**src/otb_pkg.sv**
```systemverilog
// Shared types and constants for the one-shot timer bank.
// No dependencies; every other file in src imports this package.
package otb_pkg;

    localparam int SLOTS       = 16;
    localparam int COUNT_WIDTH = 16;
    localparam int TAG_W       = 16;
    localparam int SLOT_W      = (SLOTS > 1) ? $clog2(SLOTS) : 1;
    // slot number widened so that its low four bits always exist
    localparam int SLOT_XW     = (SLOT_W > 4) ? SLOT_W : 4;

    typedef enum logic [1:0] {
        ST_ADDED  = 2'd0,
        ST_FULL   = 2'd1,
        ST_EXPIRE = 2'd2,
        ST_NONE   = 2'd3
    } t_status;

    localparam logic KIND_ADD  = 1'b0;
    localparam logic KIND_TICK = 1'b1;

    // one timer as it travels along the cell row
    typedef struct packed {
        logic                   valid;
        logic [SLOT_W-1:0]      slot;
        logic [COUNT_WIDTH-1:0] count;
        logic [TAG_W-1:0]       tag;
        logic                   notify;
    } t_entry;

    // per-cell control: rotate toward the head, or take the insert wave
    typedef struct packed {
        logic rot;
        logic ins;
    } t_cell_ctl;

    // allocator answer
    typedef struct packed {
        logic              full;
        logic [SLOT_W-1:0] slot;
    } t_alloc;

endpackage

```
**src/otb_cell.sv**
```systemverilog
// One cell of the age-ordered timer row: holds one entry.
// Depends on otb_pkg (t_entry, t_cell_ctl).
module otb_cell import otb_pkg::*; (
    input  logic      i_clk,
    input  logic      i_rst_n,
    input  t_cell_ctl i_ctl,
    input  t_entry    i_prev,
    input  t_entry    i_next,
    output logic      o_ins_out,
    output t_entry    o_entry
);

    logic   r_valid, n_valid;
    t_entry r_data, n_data;

    // rotate takes the neighbor toward the tail, insert the one toward the head
    always_comb begin
        n_valid = r_valid;
        n_data  = r_data;
        if (i_ctl.rot) begin
            n_valid = i_next.valid;
            n_data  = i_next;
        end else if (i_ctl.ins) begin
            n_valid = i_prev.valid;
            n_data  = i_prev;
        end
    end

    always_ff @(posedge i_clk) begin
        if (!i_rst_n) begin
            r_valid <= 1'b0;
        end else begin
            r_valid <= n_valid;
        end
    end

    always_ff @(posedge i_clk) begin
        r_data <= n_data;
    end

    // insert wave goes on only past occupied cells; the first hole absorbs it
    assign o_ins_out = i_ctl.ins & r_valid;

    always_comb begin
        o_entry       = r_data;
        o_entry.valid = r_valid;
    end

endmodule

```
**src/otb_free_find.sv**
```systemverilog
// Lowest free slot finder over the slot occupancy map.
// Depends on otb_pkg (t_alloc, SLOTS).
module otb_free_find import otb_pkg::*; (
    input  logic [SLOTS-1:0] i_live,
    output t_alloc           o_alloc
);

    // priority encode the lowest clear bit
    always_comb begin
        o_alloc.full = &i_live;
        o_alloc.slot = '0;
        for (int i = SLOTS - 1; i >= 0; i--) begin
            if (!i_live[i]) begin
                o_alloc.slot = SLOT_W'(i);
            end
        end
    end

endmodule

```
**src/one_shot_timer_bank_unit.sv**
```systemverilog
// Top level of the one-shot timer bank: cell row, allocator, scan control.
// Depends on otb_pkg, otb_cell, otb_free_find.
//
//   channel | valid       | ready       | payload
//   --------+-------------+-------------+-------------------------------------
//   input   | i_in_valid  | o_in_ready  | i_kind i_delay i_tag i_notify
//   output  | o_out_valid | i_out_ready | o_status o_slot o_expired_tag o_last
//
// An add is answered with one registered result beat. A tick rotates the cell
// row once around, newest first, one cell per cycle, then closes the result run.
// Each scan step waits while the output register holds an untaken beat, so a
// stalled output stretches the tick by the stall length.
// Reset clears the cell valid bits and the occupancy map.
module one_shot_timer_bank_unit import otb_pkg::*; (
    input  logic                   i_clk,
    input  logic                   i_rst_n,
    input  logic                   i_in_valid,
    output logic                   o_in_ready,
    input  logic                   i_kind,
    input  logic [15:0]            i_delay,
    input  logic [TAG_W-1:0]       i_tag,
    input  logic                   i_notify,
    output logic                   o_out_valid,
    input  logic                   i_out_ready,
    output logic [1:0]             o_status,
    output logic [3:0]             o_slot,
    output logic [TAG_W-1:0]       o_expired_tag,
    output logic                   o_last
);

    typedef enum logic [2:0] {
        S_IDLE = 3'b001,
        S_SCAN = 3'b010,
        S_FIN  = 3'b100
    } t_state;

    t_state             r_state, n_state;
    logic [SLOT_W-1:0]  r_step, n_step;
    logic [SLOTS-1:0]   r_live, n_live;

    // output register
    logic               r_out_valid, n_out_valid;
    t_status            r_out_status, n_out_status;
    logic [SLOT_W-1:0]  r_out_slot, n_out_slot;
    logic [TAG_W-1:0]   r_out_tag, n_out_tag;
    logic               r_out_last, n_out_last;

    // expiry held back until we know whether another follows
    logic               r_pend_valid, n_pend_valid;
    logic [SLOT_W-1:0]  r_pend_slot, n_pend_slot;
    logic [TAG_W-1:0]   r_pend_tag, n_pend_tag;

    logic               out_free, in_go, add_go, step_go;
    logic               head_expire, head_emit;
    t_alloc             alloc;
    t_entry             new_entry, proc_entry, head;
    t_entry             cell_out [SLOTS];
    logic               ins_chain [SLOTS];
    logic [SLOT_XW-1:0] slot_ext;

    assign out_free   = !r_out_valid || i_out_ready;
    assign o_in_ready = (r_state == S_IDLE) && out_free;
    assign in_go      = i_in_valid && o_in_ready;
    assign add_go     = in_go && (i_kind == KIND_ADD) && !alloc.full;
    assign step_go    = (r_state == S_SCAN) && out_free;

    otb_free_find u_free_find (
        .i_live  (r_live),
        .o_alloc (alloc)
    );

    // entry written by an add
    always_comb begin
        new_entry.valid  = 1'b1;
        new_entry.slot   = alloc.slot;
        new_entry.count  = COUNT_WIDTH'(i_delay);
        new_entry.tag    = i_tag;
        new_entry.notify = i_notify;
    end

    // head cell is visited and rejoins the row at the tail
    assign head        = cell_out[0];
    assign head_expire = head.valid && (head.count == '0);
    assign head_emit   = head_expire && head.notify;

    always_comb begin
        proc_entry = head;
        if (head_expire) begin
            proc_entry.valid = 1'b0;
        end else if (head.valid) begin
            proc_entry.count = head.count - COUNT_WIDTH'(1);
        end
    end

    // cell row
    assign ins_chain[0] = add_go;
    for (genvar g = 0; g < SLOTS; g++) begin : g_cell
        t_cell_ctl ctl;
        t_entry    prev_e, next_e;
        assign ctl = {step_go, ins_chain[g]};
        if (g == 0) begin : g_head
            assign prev_e = new_entry;
        end else begin : g_mid_prev
            assign prev_e = cell_out[g-1];
        end
        if (g == SLOTS - 1) begin : g_tail
            assign next_e = proc_entry;
            otb_cell u_cell (
                .i_clk     (i_clk),
                .i_rst_n   (i_rst_n),
                .i_ctl     (ctl),
                .i_prev    (prev_e),
                .i_next    (next_e),
                .o_ins_out (),
                .o_entry   (cell_out[g])
            );
        end else begin : g_body
            assign next_e = cell_out[g+1];
            otb_cell u_cell (
                .i_clk     (i_clk),
                .i_rst_n   (i_rst_n),
                .i_ctl     (ctl),
                .i_prev    (prev_e),
                .i_next    (next_e),
                .o_ins_out (ins_chain[g+1]),
                .o_entry   (cell_out[g])
            );
        end
    end

    // sequencing, occupancy map, result run
    always_comb begin
        n_state      = r_state;
        n_step       = r_step;
        n_live       = r_live;
        n_out_valid  = r_out_valid && !i_out_ready;
        n_out_status = r_out_status;
        n_out_slot   = r_out_slot;
        n_out_tag    = r_out_tag;
        n_out_last   = r_out_last;
        n_pend_valid = r_pend_valid;
        n_pend_slot  = r_pend_slot;
        n_pend_tag   = r_pend_tag;

        unique case (r_state)
            S_IDLE: begin
                if (in_go) begin
                    if (i_kind == KIND_TICK) begin
                        n_state      = S_SCAN;
                        n_step       = '0;
                        n_pend_valid = 1'b0;
                    end else begin
                        n_out_valid = 1'b1;
                        n_out_last  = 1'b1;
                        n_out_tag   = '0;
                        if (alloc.full) begin
                            n_out_status = ST_FULL;
                            n_out_slot   = '0;
                        end else begin
                            n_out_status = ST_ADDED;
                            n_out_slot   = alloc.slot;
                            n_live[alloc.slot] = 1'b1;
                        end
                    end
                end
            end
            S_SCAN: begin
                if (step_go) begin
                    if (head_expire) begin
                        n_live[head.slot] = 1'b0;
                    end
                    if (head_emit) begin
                        // earlier expiry now known not to be the last one
                        if (r_pend_valid) begin
                            n_out_valid  = 1'b1;
                            n_out_status = ST_EXPIRE;
                            n_out_slot   = r_pend_slot;
                            n_out_tag    = r_pend_tag;
                            n_out_last   = 1'b0;
                        end
                        n_pend_valid = 1'b1;
                        n_pend_slot  = head.slot;
                        n_pend_tag   = head.tag;
                    end
                    if (r_step == SLOT_W'(SLOTS - 1)) begin
                        n_state = S_FIN;
                    end else begin
                        n_step = r_step + SLOT_W'(1);
                    end
                end
            end
            S_FIN: begin
                if (out_free) begin
                    n_out_valid = 1'b1;
                    n_out_last  = 1'b1;
                    if (r_pend_valid) begin
                        n_out_status = ST_EXPIRE;
                        n_out_slot   = r_pend_slot;
                        n_out_tag    = r_pend_tag;
                    end else begin
                        n_out_status = ST_NONE;
                        n_out_slot   = '0;
                        n_out_tag    = '0;
                    end
                    n_pend_valid = 1'b0;
                    n_state      = S_IDLE;
                end
            end
            default: begin
                n_state = S_IDLE;
            end
        endcase
    end

    always_ff @(posedge i_clk) begin
        if (!i_rst_n) begin
            r_state      <= S_IDLE;
            r_step       <= '0;
            r_live       <= '0;
            r_out_valid  <= 1'b0;
            r_pend_valid <= 1'b0;
        end else begin
            r_state      <= n_state;
            r_step       <= n_step;
            r_live       <= n_live;
            r_out_valid  <= n_out_valid;
            r_pend_valid <= n_pend_valid;
        end
    end

    always_ff @(posedge i_clk) begin
        r_out_status <= n_out_status;
        r_out_slot   <= n_out_slot;
        r_out_tag    <= n_out_tag;
        r_out_last   <= n_out_last;
        r_pend_slot  <= n_pend_slot;
        r_pend_tag   <= n_pend_tag;
    end

    // ports
    assign slot_ext      = SLOT_XW'(r_out_slot);
    assign o_out_valid   = r_out_valid;
    assign o_status      = r_out_status;
    assign o_slot        = slot_ext[3:0];
    assign o_expired_tag = r_out_tag;
    assign o_last        = r_out_last;

endmodule

```
**config.mk**
```make
export PLATFORM = sky130hd
export DESIGN_NAME = one_shot_timer_bank_unit
export DESIGN_NICKNAME = d
export VERILOG_FILES = /design/src/otb_pkg.sv /design/src/otb_cell.sv /design/src/otb_free_find.sv /design/src/one_shot_timer_bank_unit.sv
export SDC_FILE = /design/constraint.sdc
export NUM_CORES = 1
export LEC_CHECK = 0
export BUFFER_PORTS_ARGS = -buffer_cell sky130_fd_sc_hd__clkbuf_2
export CAP_MARGIN = 20
export CORE_UTILIZATION = 56
export CTS_CLUSTER_SIZE = 12
export DETAILED_ROUTE_END_ITERATION = 8
export PLACE_DENSITY_LB_ADDON = 0.1
export RECOVER_POWER = 50
export SYNTH_ARGS = -nofsm -noshare
export SYNTH_HDL_FRONTEND = slang
export SYNTH_HIERARCHICAL = 1
export SYNTH_SLANG_ARGS = --single-unit
```
**constraint.sdc**
```tcl
create_clock -name i_clk -period 12.9 [get_ports i_clk]
set_input_delay 0.645 -clock i_clk [delete_from_list [all_inputs] [get_ports i_clk]]
set_output_delay 0.645 -clock i_clk [all_outputs]
set_load 0.005 [all_outputs]
```
==> key figures, run 1 <==
Flow run
  – Number of max-cap violations: 14

Placed design
  – Dpl hpwl: 34900 um
  – Port bufs: 62
  – Placer congestion estimate: 0.837
  – Placed Area: 30100 um2

Drt
  – Post-DRT Antenna Nets: 0
  – DRT iter0 DRCs: 1054
  – TritonRoute pass-1 iters: 5
  – Final wirelength: 57600 um
  – Vias per cell: 5.90
  – Post-route DRC violation count: 0
  – DR vias: 14600
  – Routed wire per std cell: 23.3 um

Setup path
  – CP max FO: 162
  – FF-to-FF path depth: 6
  – Crit path max-delay family: buffers and inverters
  – CP Capture Type: register
  – CP max stage cell: clkbuf_1
  – CP Cell Sequence: nor3b_1 -> nand2_1 -> inv_8 -> clkbuf_1 -> buf_4 -> mux2_2
  – WP data required: 13230 ps
  – FF-to-FF End: g_cell[3].g_body.u_cell/o_entry[31]
  – CP Launch Type: register
  – Critical Path AT: 7500 ps
  – Reg2Reg Launch Point: r_state[1]
  – R2r setup slk: 5730 ps
  – Bufs and invs on worst path: 3
  – Largest stage delay on the critical path: 2660 ps
  – WS Path Type: reg -> reg

Power
  – Switching share of power: 19.8%
  – Leakage: 10.4 nW
  – Max VDD drop: 97.3 uV
  – Seq pwr share: 54.7%
  – NetSw: 876 uW
  – Total power: 4.43 mW
  – Internal power: 3.55 mW
  – Gate power share: 2.1%
  – Power per cell area: 138 nW/um2
  – Clock share of power: 43.2%

Final layout
  – Multi-input gate area: 8740 um2
  – Most common cell after layout, fill and taps aside: edfxtp_1
  – Seq. cell area: 19900 um2
  – Layout area overhead: 8.59%
  – Layout cells sized above 1: 42.3%
  – Most frequent cells in the layout: edfxtp_1 (635), mux2_2 (608), clkbuf_16 (77)
  – Fillers: 3750
  – Ant. Diodes: 0
  – Fin nets: 1789
  – Final instance area: 32200 um2

GRT
  – GRT overflow: 0
  – Number of global-route vias before repair: 14700
  – Initial antenna violation count: 1
  – First-pass GRT wire length: 88400 um
  – Largest net degree at the start of global routing: 163
  – Overall Global Routing Usage: 21.7%

Floorplan
  – Floorplan Core Area: 51800 um2
  – Chip height: 232 um
  – Die ar.: 53800 um2
  – Die X: 232 um
  – Row Count: 83
  – I/O pins: 63
  – Initial core utilization: 57.2%

Clocking
  – Clock sink count: 676
  – Clk slew on worst S/H paths: 60 ps
  – Clock Path Buffers: 3
  – CTS resizes: 0
  – H-tree levels: 3
  – Root buffer cell: clkbuf_16
  – CTS tree: done
  – Clk_lat worst skew: 600 ps
  – Post-CTS Hold Fix Bufs: 0
  – Post-CTS setup buffer count: 0
  – Number of buffers created by CTS: 72

STA
  – Max-slew violation count: 517
  – Clock skew: 16.5 ps
  – Tightest Pin Transition: 4180 ps
  – Max Freq: 139 MHz
  – Final Hold Fails: 0
  – RSZ-0062 raised after global routing: no
  – Relative slew slack: -179%
  – Period Utilization, post-route: 55.6%
  – TNS Setup: 0 ps
  – Post-layout min period: 7170 ps
  – Final setup fails: 0

Min path
  – Worst hold path type: in -> reg
  – Hold endpoint: g_cell[0].g_body.u_cell/o_entry[12]
  – HP Start: i_tag[11]
  – Hold Path Depth: 2

Run status
  – Violated checks: capacitance limit, slew limit
  – Outcome: complete, but fails checks

Yosys
  – Post-Syn Nets: 1719
  – Mapped Cells: 1678
  – Mean Syn Cell Area: 17.7 um2
  – Synth Warn #: 6
  – Mapped cell area: 29600 um2
per-layer routing:
| layer | wire (um) | GRT usage (%) | share of wire, % | up-vias |
|---|---|---|---|---|
| li1 | - | - | - | 6743 |
| met1 | 27700 | 31.9 | 48 | 7478 |
| met3 | 2360 | 3.27 | 4.1 | 83 |
| met4 | 1170 | 6.64 | 2.0 | 0 |
| met2 | 26400 | 33.6 | 46 | 303 |
| met5 | 0 | 0 | 0 | - |
worst max-delay path by stage:
stage | from | to | slack, ps | depth (start not counted)
after floorplan | i_out_ready | g_cell[15].g_tail.u_cell/o_entry[0] | 8160 | 20
after global placement | i_out_ready | g_cell[15].g_tail.u_cell/o_entry[12] | 7240 | 19
after detailed placement | i_out_ready | g_cell[15].g_tail.u_cell/o_entry[11] | 7200 | 19
after CTS | r_live[7] | g_cell[15].g_tail.u_cell/o_entry[29] | 7470 | 21
after global routing | r_state[1] | g_cell[3].g_body.u_cell/o_entry[29] | 5220 | 6
final | r_state[1] | g_cell[3].g_body.u_cell/o_entry[31] | 5730 | 6
power by group through the flow:
stage / Combinational [mW] / Clock [mW] / Sequential (mW)
after floorplan: 0.0645 / 0 / 2.46
after global placement: 0.0907 / 0 / 2.47
after detailed placement: 0.0935 / 0 / 2.47
after CTS: 0.0940 / 1.96 / 2.42
after global routing: 0.0995 / 2.04 / 2.42
final: 0.0923 / 1.91 / 2.42
worst reg2reg max path: stages, from the launching register on:
cell and delay (ps):
dfxtp_1 560, nor3b_1 820, nand2_1 420, inv_8 750
clkbuf_1 2690, buf_4 1190, mux2_2 490
flip-flops by register name, indices dropped and copies added, names as in the netlist:
signal	cells
g_cell.g_body.u_cell/r_valid	15
r_pend_tag	16
g_cell.g_tail.u_cell/o_entry	37
o_status	2
r_step	4
r_live	16
g_cell.g_tail.u_cell/r_valid	1
r_pend_slot	4
o_slot	4
r_state	3
o_expired_tag	16
o_out_valid	1
r_pend_valid	1
o_last	1
g_cell.g_body.u_cell/o_entry	555
layout make-up:
class / count / share of cell area, %
Clock buffer: 103 / 6.29
Clock inverter: 20 / 0.358
Inverter: 14 / 0.187
Multi-Input combinational cell: 895 / 27.2
Sequential cell: 676 / 61.8
Tap cell: 680 / 2.64
Timing Repair Buffer: 89 / 1.52
stage by stage:
step / utilization, % / setup slack, ps / hold slack (ps) / std cells
floorplan: - / 8160 / 440 / 1678
global route: 62.1 / 5220 / 329 / 2477
detailed placement: 58.1 / 7200 / 481 / 2351
global placement: 58.1 / 7240 / 467 / 2350
finish: 62.1 / 5730 / 350 / 2477
CTS: 62.2 / 7470 / 314 / 2474
Note: power is estimated with default switching activity, not from simulation.
==> run 2, diff against run 1 <==
==> constraint.sdc (replaced) <==
create_clock -name i_clk -period 6.95 [get_ports i_clk]
set_input_delay 0.3475 -clock i_clk [delete_from_list [all_inputs] [get_ports i_clk]]
set_output_delay 0.3475 -clock i_clk [all_outputs]
set_load 0.005 [all_outputs]
==> key figures, run 2 (synthesis results as in run 1) <==
Setup path
  – Largest stage delay on the critical path: 2080 ps (was 2660 ps)
  – CP max stage cell: clkinvlp_4 (was clkbuf_1)
  – Crit path max-delay family: buffers and inverters (unchanged)
  – CP max FO: 168 (was 162)
  – Bufs and invs on worst path: 2 (was 3)
  – WS Path Type: reg -> reg (unchanged)
  – CP Cell Sequence: nor3b_1 -> nand2_1 -> clkinvlp_4 -> buf_6 -> mux2_2 (was nor3b_1 -> nand2_1 -> inv_8 -> clkbuf_1 -> buf_4 -> mux2_2)
  – WP data required: 7300 ps (was 13230 ps)
  – CP Launch Type: register (unchanged)
  – Critical Path AT: 6230 ps (was 7500 ps)
  – CP Capture Type: register (unchanged)

GRT
  – Largest net degree at the start of global routing: 171 (was 163)
  – Number of global-route vias before repair: 14700 (about the same)
  – First-pass GRT wire length: 88400 um (about the same)
  – Initial antenna violation count: 1 (unchanged)
  – GRT overflow: 0 (unchanged)
  – Overall Global Routing Usage: 21.9% (was 21.7%)

Clocking
  – Clock sink count: 676 (unchanged)
  – Clock Path Buffers: 3 (unchanged)
  – Post-CTS setup buffer count: 0 (unchanged)
  – H-tree levels: 3 (unchanged)
  – Post-CTS Hold Fix Bufs: 0 (unchanged)
  – CTS tree: done (unchanged)
  – Number of buffers created by CTS: 72 (unchanged)
  – Clk_lat worst skew: 610 ps (was 600 ps)
  – Clk slew on worst S/H paths: 60 ps (about the same)
  – Root buffer cell: clkbuf_16 (unchanged)
  – CTS resizes: 0 (unchanged)

STA
  – RSZ-0062 raised after global routing: no (unchanged)
  – Period Utilization, post-route: 84.5% (was 55.6%)
  – Final Hold Fails: 0 (unchanged)
  – Tightest Pin Transition: 3140 ps (was 4180 ps)
  – Final hold slack: 43.3 ps (was 350 ps)
  – Post-layout min period: 5870 ps (was 7170 ps)
  – Max Freq: 170 MHz (was 139 MHz)
  – TNS Setup: 0 ps (unchanged)
  – Max-slew violation count: 179 (was 517)
  – Final setup fails: 0 (unchanged)
  – Clock skew: 21.3 ps (was 16.5 ps)
  – Relative slew slack: -109% (was -179%)

Final layout
  – Multi-input gate area: 8740 um2 (about the same)
  – Most frequent cells in the layout: edfxtp_1 (635), mux2_2 (609), clkbuf_16 (77) (was edfxtp_1 (635), mux2_2 (608), clkbuf_16 (77))
  – Layout cells sized above 1: 43.6% (was 42.3%)
  – Fillers: 3796 (was 3750)
  – Core Util, Final: 62.3% (was 62.1%)
  – Seq. cell area: 19900 um2 (unchanged)
  – Layout area overhead: 8.94% (was 8.59%)
  – Most common cell after layout, fill and taps aside: edfxtp_1 (unchanged)
  – Largest register FFs: 555 (unchanged)
  – Fin nets: 1786 (was 1789)

Power
  – Max VDD drop: 231 uV (was 97.3 uV)
  – Clock share of power: 44.1% (was 43.2%)
  – Leakage: 10.5 nW (was 10.4 nW)
  – Internal power: 6.70 mW (was 3.55 mW)
  – Seq pwr share: 53.9% (was 54.7%)
  – Gate power share: 2.0% (was 2.1%)
  – Switching share of power: 19.7% (was 19.8%)
  – Power per cell area: 259 nW/um2 (was 138 nW/um2)
  – NetSw: 1.64 mW (was 876 uW)

Drt
  – Post-DRT Antenna Nets: 0 (unchanged)
  – Post-route DRC violation count: 0 (unchanged)
  – Routed wire per std cell: 23.2 um (was 23.3 um)
  – DRT iter0 DRCs: 1276 (was 1054)
  – Vias per cell: 5.85 (was 5.90)
  – DR vias: 14500 (was 14600)
  – Final wirelength: 57500 um (was 57600 um)
  – TritonRoute pass-1 iters: 5 (unchanged)

Min path
  – Worst hold path type: in -> reg (unchanged)

Run status
  – Violated checks: capacitance limit, slew limit (unchanged)
  – Outcome: complete, but fails checks (unchanged)

Floorplan
  – I/O pins: 63 (unchanged)
  – Die ar.: 53800 um2 (unchanged)
  – Floorplan Core Area: 51800 um2 (unchanged)
  – Chip height: 232 um (unchanged)
  – Row Count: 83 (unchanged)
  – Die X: 232 um (unchanged)
  – Initial core utilization: 57.2% (unchanged)

Placed design
  – Placer congestion estimate: 0.839 (was 0.837)
  – Dpl hpwl: 35100 um (was 34900 um)
  – Port bufs: 62 (unchanged)

Flow run
  – Number of max-cap violations: 2 (was 14)
==> run 2: cell count changes in the layout (fill, tap and decap cells not counted), sizes merged <==
cell / delta
inv: -1
clkinv: +3
buf: +5
diode: +1
clkbuf: -11
bufinv: +3
clkinvlp: +1
==> run 2: per-stage QoR <==
step | worst slack, ps | power, mW | cells | instance area [um2]
global route | 592 | 8.60 | 2477 | 32300
global placement | 1580 | 4.75 | 2349 | 30100
floorplan | 2350 | 4.68 | 1678 | 29600
CTS | 1510 | 8.44 | 2476 | 32400
detailed placement | 1520 | 4.75 | 2350 | 30100
finish | 1080 | 8.34 | 2478 | 32300
==> run 2: layout make-up <==
| type | instances | area share, % |
|---|---|---|
| antenna | 1 | 0.00775 |
| clock buffer | 100 | 6.24 |
| clock inverter | 26 | 0.675 |
| inverter | 14 | 0.174 |
| multi-input combinational | 895 | 27.1 |
| sequential | 676 | 61.6 |
| tap | 680 | 2.64 |
| timing repair buffer | 86 | 1.55 |
==> run 2: power by group through the flow <==
| stage | Combinational (mW) | Clock [mW] | Sequential [mW] |
|---|---|---|---|
| 6_report | 0.170 | 3.68 | 4.50 |
| 5_1_grt | 0.185 | 3.92 | 4.50 |
| 4_1_cts | 0.173 | 3.77 | 4.50 |
| 3_5_place_dp | 0.172 | 0 | 4.58 |
| 3_3_place_gp | 0.168 | 0 | 4.58 |
| 2_1_floorplan | 0.120 | 0 | 4.56 |
==> run 2: path summary, 6_finish.rpt <==
kind                   start                             endpoint  slack [ps]  depth (start not counted)
hold / removal    i_delay[2]  g_cell[0].g_body.u_cell/o_entry[19]          40                          2
setup / recovery  r_state[1]   g_cell[1].g_body.u_cell/o_entry[9]        1080                          5
setup reg to reg  r_state[1]   g_cell[1].g_body.u_cell/o_entry[9]        1080                          5
hold reg to reg    r_step[1]                            r_step[1]         480                          2
==> run 2: routing by layer <==
layer	vias to the layer above	GRT usage, %	wire length [um]
met5	-	0	0
met2	282	34.1	26800
met3	75	3.34	2070
li1	6706	-	-
met4	0	6.62	1170
met1	7436	31.8	27500
==> run 3, diff against run 2 <==
--- a/config.mk
+++ b/config.mk
@@ -5,6 +5,7 @@
 export SDC_FILE = /design/constraint.sdc
 export NUM_CORES = 1
 export LEC_CHECK = 0
+export ABC_AREA = 1
 export BUFFER_PORTS_ARGS = -buffer_cell sky130_fd_sc_hd__clkbuf_2
 export CAP_MARGIN = 20
 export CORE_UTILIZATION = 56
==> constraint.sdc (replaced) <==
create_clock -name i_clk -period 5.4 [get_ports i_clk]
set_input_delay 0.27 -clock i_clk [delete_from_list [all_inputs] [get_ports i_clk]]
set_output_delay 0.27 -clock i_clk [all_outputs]
set_load 0.005 [all_outputs]
==> key figures, run 3 <==
Clocking
  – Post-CTS Hold Fix Bufs: 31 (was 0)
  – CTS tree: done (unchanged)
  – H-tree levels: 3 (unchanged)
  – Clock Path Buffers: 3 (unchanged)
  – Clk slew on worst S/H paths: 60 ps (about the same)
  – CTS resizes: 0 (unchanged)
  – Root buffer cell: clkbuf_16 (unchanged)
  – Clk_lat worst skew: 630 ps (was 610 ps)
  – Post-CTS setup buffer count: 0 (unchanged)
  – Clock sink count: 676 (unchanged)
  – Number of buffers created by CTS: 73 (was 72)

STA
  – Max-slew violation count: 437 (was 179)
  – Max Freq: 211 MHz (was 170 MHz)
  – Tightest Pin Transition: 1840 ps (was 3140 ps)
  – Period Utilization, post-route: 87.7% (was 84.5%)
  – Final WS setup: 664 ps (was 1080 ps)
  – Final Hold Fails: 0 (unchanged)
  – RSZ-0062 raised after global routing: no (unchanged)
  – Clock skew: 29.3 ps (was 21.3 ps)
  – Relative slew slack: -22.7% (was -109%)
  – Final setup fails: 0 (unchanged)
  – TNS Setup: 0 ps (unchanged)
  – Post-layout min period: 4740 ps (was 5870 ps)

Setup path
  – FF-to-FF path depth: 7 (was 5)
  – Largest stage delay on the critical path: 1090 ps (was 2080 ps)
  – CP Capture Type: register (unchanged)
  – CP Launch Type: register (unchanged)
  – WS Path Type: reg -> reg (unchanged)
  – CP max FO: 47 (was 168)
  – R2r setup slk: 660 ps (was 1080 ps)
  – WP data required: 5750 ps (was 7300 ps)
  – Beginning of the critical path: r_state[0] (was r_state[1])
  – FF-to-FF End: g_cell[7].g_body.u_cell/o_entry[17] (was g_cell[1].g_body.u_cell/o_entry[9])
  – CP Cell Sequence: inv_1 -> nand3_1 -> nor2_4 -> buf_4 -> inv_1 -> nand2_1 -> nand2_1 (was nor3b_1 -> nand2_1 -> clkinvlp_4 -> buf_6 -> mux2_2)
  – Reg2Reg Launch Point: r_state[0] (was r_state[1])
  – Critical Path AT: 5090 ps (was 6230 ps)
  – CP max stage cell: nand3_1 (was clkinvlp_4)

Final layout
  – Multi-input gate area: 8760 um2 (was 8740 um2)
  – Layout area overhead: 8.50% (was 8.94%)
  – Final std cells w/o fill: 3981 (was 2478)
  – Seq. cell area: 19900 um2 (unchanged)
  – Core Util, Final: 61.4% (was 62.3%)
  – Ant. Diodes: 0 (was 1)
  – Final instance area: 33100 um2 (was 32300 um2)
  – Largest register FFs: 555 (unchanged)
  – Most frequent cells in the layout: nand2_1 (1958), edfxtp_1 (635), inv_1 (119) (was edfxtp_1 (635), mux2_2 (609), clkbuf_16 (77))
  – Fillers: 4665 (was 3796)
  – Layout cells sized above 1: 5.81% (was 43.6%)
  – Fin nets: 3273 (was 1786)
  – Most common cell after layout, fill and taps aside: nand2_1 (was edfxtp_1)

Drt
  – Post-route DRC violation count: 0 (unchanged)
  – Post-DRT Antenna Nets: 0 (unchanged)
  – DR vias: 22100 (was 14500)
  – TritonRoute pass-1 iters: 5 (unchanged)
  – Final wirelength: 80400 um (was 57500 um)
  – DRT iter0 DRCs: 2216 (was 1276)
  – Vias per cell: 5.54 (was 5.85)
  – Routed wire per std cell: 20.2 um (was 23.2 um)

Min path
  – HP Start: i_delay[1] (was i_delay[2])
  – Worst hold path type: in -> reg (unchanged)
  – Hold Path Depth: 3 (was 2)
  – Hold endpoint: g_cell[0].g_body.u_cell/o_entry[18] (was g_cell[0].g_body.u_cell/o_entry[19])

GRT
  – First-pass GRT wire length: 124000 um (was 88400 um)
  – Number of global-route vias before repair: 21700 (was 14700)
  – Largest net degree at the start of global routing: 142 (was 171)
  – Initial antenna violation count: 0 (was 1)
  – Overall Global Routing Usage: 29.2% (was 21.9%)
  – GRT overflow: 0 (unchanged)

Placed design
  – # placed instances: 3821 (was 2350)
  – Placed Area: 30600 um2 (was 30100 um2)
  – Port bufs: 62 (unchanged)
  – Placer congestion estimate: 0.875 (was 0.839)
  – Dpl hpwl: 50300 um (was 35100 um)
  – Post-place setup slack: 1250 ps (was 1520 ps)

Run status
  – Outcome: complete, but fails checks (unchanged)
  – Violated checks: capacitance limit, slew limit (unchanged)

Power
  – Power per cell area: 441 nW/um2 (was 259 nW/um2)
  – Leakage: 14.1 nW (was 10.5 nW)
  – Max VDD drop: 255 uV (was 231 uV)

Yosys
  – Mapped Cells: 3193 (was 1678)
  – Synth Warn #: 6 (unchanged)
  – Mean Syn Cell Area: 9.54 um2 (was 17.7 um2)
  – Mapped cell area: 30500 um2 (was 29600 um2)
  – Post-Syn Nets: 3234 (was 1719)

Floorplan
  – Initial core utilization: 56.6% (was 57.2%)
  – I/O pins: 63 (unchanged)
  – Chip height: 235 um (was 232 um)
  – Die ar.: 55400 um2 (was 53800 um2)
  – Row Count: 85 (was 83)
  – Floorplan Core Area: 53800 um2 (was 51800 um2)
  – Die X: 235 um (was 232 um)

Flow run
  – Number of max-cap violations: 13 (was 2)
## run 3: worst max-delay path: cells and delay by family, from the launching register on
kind,cells,cell delay [ps]
and+or+nand+nor,4,2670
buffers and inverters,3,1420
DFF,1,320
## run 3: worst max-delay path by stage
stage,end,slack [ps]
global placement,g_cell[14].g_body.u_cell/o_entry[11],1200
floorplan,g_cell[0].g_body.u_cell/o_entry[0],950
detailed placement,g_cell[14].g_body.u_cell/o_entry[11],1250
finish,g_cell[7].g_body.u_cell/o_entry[17],660
global route,g_cell[7].g_body.u_cell/o_entry[17],440
CTS,g_cell[14].g_body.u_cell/o_entry[17],1230
## run 3: final cells by class
class,instances,share of cell area [%]
sequential,676,60.1
multi-input combinational,2232,26.5
clock buffer,95,5.96
timing repair buffer,120,2.66
tap,696,2.63
inverter,129,1.47
clock inverter,33,0.636
## run 3: routing by layer
metal / part of all wire (%) / track usage, % / wire length (um)
met5: 0 / 0 / 0
met4: 3.0 / 9.76 / 2440
met3: 6.3 / 3.99 / 5080
met2: 49 / 49.2 / 39300
met1: 42 / 39.2 / 33500
## run 3: per-stage QoR
| step | hold slack [ps] | power, mW |
|---|---|---|
| after floorplan | 368 | 9.10 |
| after global placement | 474 | 9.90 |
| after detailed placement | 475 | 9.97 |
| after CTS | 6.66 | 14.7 |
| after global routing | 21.5 | 15.2 |
| final | 32.2 | 14.6 |
## run 3: report_power, final
group | internal [mW] | switching (mW) | total [mW]
Sequential | 6.84 | 0.418 | 7.25
Clock | 2.62 | 2.05 | 4.68
Combinational | 0.661 | 1.98 | 2.65
